<file path="src/sv/dvba_pkg.sv">
// ----------------------------------------------------------------------------
// dvba_pkg
// Shared widths, codes and payload types of the distinct value bin assigner.
// ----------------------------------------------------------------------------
package dvba_pkg;

   localparam int unsigned IDX_W       = 20;
   localparam int unsigned KEY_W       = 32;
   localparam int unsigned BIN_W       = 11;
   localparam int unsigned CFG_W       = 21;
   localparam int unsigned CSR_INDEX_W = 1;
   localparam int unsigned EPOCH_BITS  = 6;

   localparam int unsigned TABLE_SLOTS_DEFAULT = 1024;
   localparam int unsigned INDEX_BITS_DEFAULT  = 20;

   localparam logic [CSR_INDEX_W-1:0] CSR_EXAMPLE_COUNT = 1'b0;
   localparam logic [CSR_INDEX_W-1:0] CSR_ELEMENT_COUNT = 1'b1;

   localparam logic [KEY_W-1:0] HASH_MULT = 32'h9E37_79B1;
   localparam logic [KEY_W-1:0] MAG_MASK  = 32'h7FFF_FFFF;
   localparam logic [KEY_W-1:0] EXP_MASK  = 32'h7F80_0000;
   localparam logic [KEY_W-1:0] MANT_MASK = 32'h007F_FFFF;

   typedef struct packed {
      logic             start_feature;
      logic [IDX_W-1:0] example_index;
      logic [KEY_W-1:0] feature_value;
   } req_type;

   typedef struct packed {
      logic [IDX_W-1:0] out_example_index;
      logic [BIN_W-1:0] bin_number;
      logic             opened_bin;
      logic             skipped;
      logic             overflow;
      logic [BIN_W-1:0] bins_in_use;
      logic             sparse_flag;
   } rsp_type;

   typedef struct packed {
      logic [EPOCH_BITS-1:0] tag;
      logic [KEY_W-1:0]      key;
      logic [BIN_W-1:0]      bin;
   } slot_entry_type;

endpackage

</file>
<file path="src/sv/dvba_hash.sv">
// ----------------------------------------------------------------------------
// dvba_hash
// Multiplicative hash of a key into a slot number of the table.
// ----------------------------------------------------------------------------
module dvba_hash #(
   parameter int unsigned TABLE_SLOTS = dvba_pkg::TABLE_SLOTS_DEFAULT
) (
   input  logic                            clock,
   input  logic                            reset,
   input  logic                            start,
   input  logic [dvba_pkg::KEY_W-1:0]      key,
   output logic [$clog2(TABLE_SLOTS)-1:0]  slot,
   output logic                            done
);
   localparam int unsigned SW      = $clog2(TABLE_SLOTS);
   localparam bit          IS_POW2 = (TABLE_SLOTS == (1 << SW));

   logic [dvba_pkg::KEY_W-1:0] prod_ff;
   logic [dvba_pkg::KEY_W-1:0] mixed;

   always_ff @(posedge clock) begin
      if (start) begin
         prod_ff <= key * dvba_pkg::HASH_MULT;
      end
   end

   assign mixed = prod_ff ^ (prod_ff >> 16);

   generate
      if (IS_POW2) begin : g_mask
         assign slot = mixed[SW-1:0];
         assign done = 1'b1;
      end else begin : g_rem
         localparam int unsigned RW    = SW + 1;
         localparam int unsigned DIG   = 4;
         localparam int unsigned STEPS = dvba_pkg::KEY_W / DIG;
         localparam int unsigned CW    = $clog2(STEPS);

         logic                       pend_ff;
         logic                       run_ff;
         logic                       done_ff;
         logic [CW-1:0]              step_ff;
         logic [RW-1:0]              rem_ff;
         logic [RW-1:0]              rem_in;
         logic [dvba_pkg::KEY_W-1:0] word_ff;

         // remainder by the table size, one digit of the hash a cycle
         always_comb begin
            logic [RW-1:0] r;
            r = rem_ff;
            for (int b = 0; b < DIG; b++) begin
               r = {r[RW-2:0], word_ff[dvba_pkg::KEY_W-1-b]};
               if (r >= RW'(TABLE_SLOTS)) begin
                  r = r - RW'(TABLE_SLOTS);
               end
            end
            rem_in = r;
         end

         always_ff @(posedge clock) begin
            if (reset) begin
               pend_ff <= 1'b0;
               run_ff  <= 1'b0;
               done_ff <= 1'b0;
               step_ff <= '0;
            end else begin
               pend_ff <= start;
               if (start) begin
                  done_ff <= 1'b0;
                  run_ff  <= 1'b0;
               end else if (pend_ff) begin
                  run_ff  <= 1'b1;
                  step_ff <= '0;
               end else if (run_ff) begin
                  step_ff <= step_ff + 1'b1;
                  if (step_ff == CW'(STEPS - 1)) begin
                     run_ff  <= 1'b0;
                     done_ff <= 1'b1;
                  end
               end
            end
         end

         always_ff @(posedge clock) begin
            if (pend_ff) begin
               word_ff <= mixed;
               rem_ff  <= '0;
            end else if (run_ff) begin
               word_ff <= word_ff << DIG;
               rem_ff  <= rem_in;
            end
         end

         assign slot = rem_ff[SW-1:0];
         assign done = done_ff;
      end
   endgenerate

endmodule

</file>
<file path="config.mk">
export PLATFORM = sky130hd
export DESIGN_NAME = dvba_hash
export DESIGN_NICKNAME = d
export VERILOG_FILES = /design/src/sv/dvba_pkg.sv /design/src/sv/dvba_hash.sv
export SDC_FILE = /design/constraint.sdc
export NUM_CORES = 1
export LEC_CHECK = 0
export ABC_CLOCK_PERIOD_IN_PS = 11500
export BUFFER_PORTS_ARGS = -buffer_cell sky130_fd_sc_hd__buf_2
export CAP_MARGIN = 40
export CORE_MARGIN = 2
export CORE_UTILIZATION = 60
export DETAILED_ROUTE_END_ITERATION = 8
export PLACE_DENSITY = 0.75
export SLEW_MARGIN = 25
export SYNTH_ARGS = -nofsm -noshare
export SYNTH_HDL_FRONTEND = slang
export SYNTH_SLANG_ARGS = --single-unit
</file>
<file path="constraint.sdc">
create_clock -name clock -period 11.5 [get_ports clock]
set_clock_uncertainty 0.2 [all_clocks]
set_input_delay 2.3 -clock clock [delete_from_list [all_inputs] [get_ports clock]]
set_output_delay 2.3 -clock clock [all_outputs]
set_load 0.1 [all_outputs]
</file>
==> results.yml <==
run_status:
  status: "completed"
global_routing:
  grt_max_degree: 21
  grt_pass1_vias: 4529
  antenna_found_initial: 0
  track_usage_pct: 24.7
  grt_overflow: 0
  grt_pass1_wl_mm: 21.7
floorplanning:
  num_rows: 37
  pin_count: 46
  die-area_sq_mm: 0.0116
  start_util_pct: 62.1
  die_w_microns: 108
  chipHeight_microns: 108
  core_region_area_sq_mm: 0.0104
placement:
  place_hpwl_mm: 11.6
  port_buffers: 37
  place.gp.congestion: 0.892
  dp_cells: 792
cts:
  path_clk_slew_ns: 0.07
  cts_buffers: 3
  cts-hold-fix-buffers: 0
  cts_resized: 0
  post_cts_buffers: 0
  cts_sinks: 20
  clk_path_buf_depth: 2
  cts_tree: "yes"
  cts-root-buf: "clkbuf_8"
  cts.htree.levels: 1
critical_path:
  worst_setup_path_start_kind: "input pin"
  crit_path_end_kind: "flop"
  critPathMaxFanout: 7
  critPathArrivalTime_ns: 7.77
  critical_path_class: "in2reg"
  required_ns: 11.36
logic_synthesis:
  yosys_most_used_dff: "edfxtp_1"
  ys_ff_latch: 20
  synth_edf_count: 20
  synth.avg_cell_area_sq_um: 10.4
  syn_nets: 910
  synth_warnings: 0
  synth.largest_area_cell: "fa_1"
  synth_top_cells_by_count: "inv_1 (232), ha_1 (132), fa_1 (122), xnor2_1 (35), edfxtp_1 (20)"
  synth_top_area_share_pct: 37.9
  synthMostInstantiatedCell: "inv_1"
  seq_area_frac_synth_pct: 9.33
  synth-async-reset-ratio_pct: 0
  synth_area_leaders: "fa_1 (38%), ha_1 (26%), inv_1 (14%)"
  syn-cell-area_sq_mm: 0.00644
  synth.distinct_cells: 33
  syn_inst: 621
timing:
  slew_headroom_pct: 66.9
  rsz0062_at_grt: "no"
  finalCritPeriodShare_pct: 68.7
  fmax_mhz: 127
  fin_setup_tns_ns: 0
  worst_hold_slack_ns: 2.24
  drv_slew: 0
  min_period_ns: 7.90
  report.final.hold_viol_count: 0
  finalSetupViolCount: 0
  tightest_slew_ns: 0.491
min_path:
  hp-start: "key[1]"
  hold_class: "in2reg"
  min_to: "prod_ff[1]"
  hold_depth: 1
routing:
  drt_iter0_markers: 194
  via_per_inst: 5.08
  vias: 4044
  routedWlPerCell_microns: 16.0
  ant_nets: 0
  wl_mm: 12.8
  firstDrtPassIters: 4
  drc: 0
finish:
  syn_to_final_growth_pct: 6.04
  largest_register: "prod_ff"
  largest_reg_flops: 20
  n_antenna_cell: 0
  reg_top3: "prod_ff (20)"
  finalNetCount: 950
  fin_cells: 796
  final_layout_size_suffix_gt1_share_pct: 7.42
flow_run:
  drv_cap: 0
[placed cells by master (no fill, tap or decap), drive strengths merged]
| cell type | count |
|---|---|
| a2111oi | 1 |
| a211oi | 3 |
| a21o | 9 |
| a21oi | 8 |
| a31o | 1 |
| a31oi | 2 |
| a41oi | 1 |
| buf | 37 |
| clkbuf | 3 |
| clkinv | 1 |
| conb | 1 |
| edfxtp | 20 |
| fa | 122 |
| ha | 132 |
| inv | 232 |
| nand2 | 7 |
| nand2b | 2 |
| nand4 | 1 |
| nor2 | 7 |
| nor3 | 2 |
| o211ai | 4 |
| o21a | 2 |
| o21ai | 5 |
| o21bai | 1 |
| o221ai | 2 |
| o31ai | 1 |
| o41ai | 1 |
| or3 | 1 |
| xnor2 | 35 |
| xor2 | 16 |
[cells by family after synthesis]
kind of cell / after synthesis / synth area share [%]
simple gates: 20 / 1.36
compound gates: 41 / 5.03
buf+inv: 234 / 13.7
xor+xnor: 51 / 6.94
fa+ha+maj: 254 / 63.6
flops: 20 / 9.33
other cells: 1 / 0.0582
[cell type report]
type / count / area, sq um
clock buffer: 3 / 41.3
timing repair buffer: 37 / 185
sequential: 20 / 601
clock inverter: 1 / 3.75
fill: 853 / 3540
tap: 136 / 170
multi-input combinational: 367 / 4960
inverter: 232 / 871
[stage by stage]
stage	util, %	setup slack, ns	instance area [sq um]
after floorplan	-	3.93	6440
after global placement	65.4	3.44	6780
after detailed placement	65.4	3.36	6780
after CTS	65.8	3.64	6830
after global routing	65.8	3.35	6830
final	65.8	3.60	6830
[worst max-delay path by stage]
stage	from	end	slack, ns
5_1_grt	key[7]	prod_ff[25]	3.35
4_1_cts	key[11]	prod_ff[25]	3.64
3_3_place_gp	key[11]	prod_ff[25]	3.44
3_5_place_dp	key[8]	prod_ff[25]	3.36
6_report	key[7]	prod_ff[25]	3.60
2_1_floorplan	key[8]	prod_ff[24]	3.93
[critical path: stages]
cell      delay (ns)
buf_2           0.22
inv_1           0.19
fa_1            0.53
fa_1            0.57
inv_1           0.06
fa_1            0.47
ha_1            0.31
fa_1            0.45
fa_1            0.49
inv_1           0.04
fa_1            0.47
inv_1           0.05
ha_1            0.37
nand2_1         0.11
or3_1           0.34
o221ai_2        0.28
o221ai_1        0.21
xnor2_1         0.29
[layer usage]
layer  routed length, microns  global-route usage (%)
met5                        0                       0
met4                      310                    6.59
met3                      439                    1.15
met2                     6620                    44.2
met1                     5400                    33.0
Power is left out: the tool's default activity adds up to more than one toggle a clock period on the data nets, which glitch-free logic cannot reach.
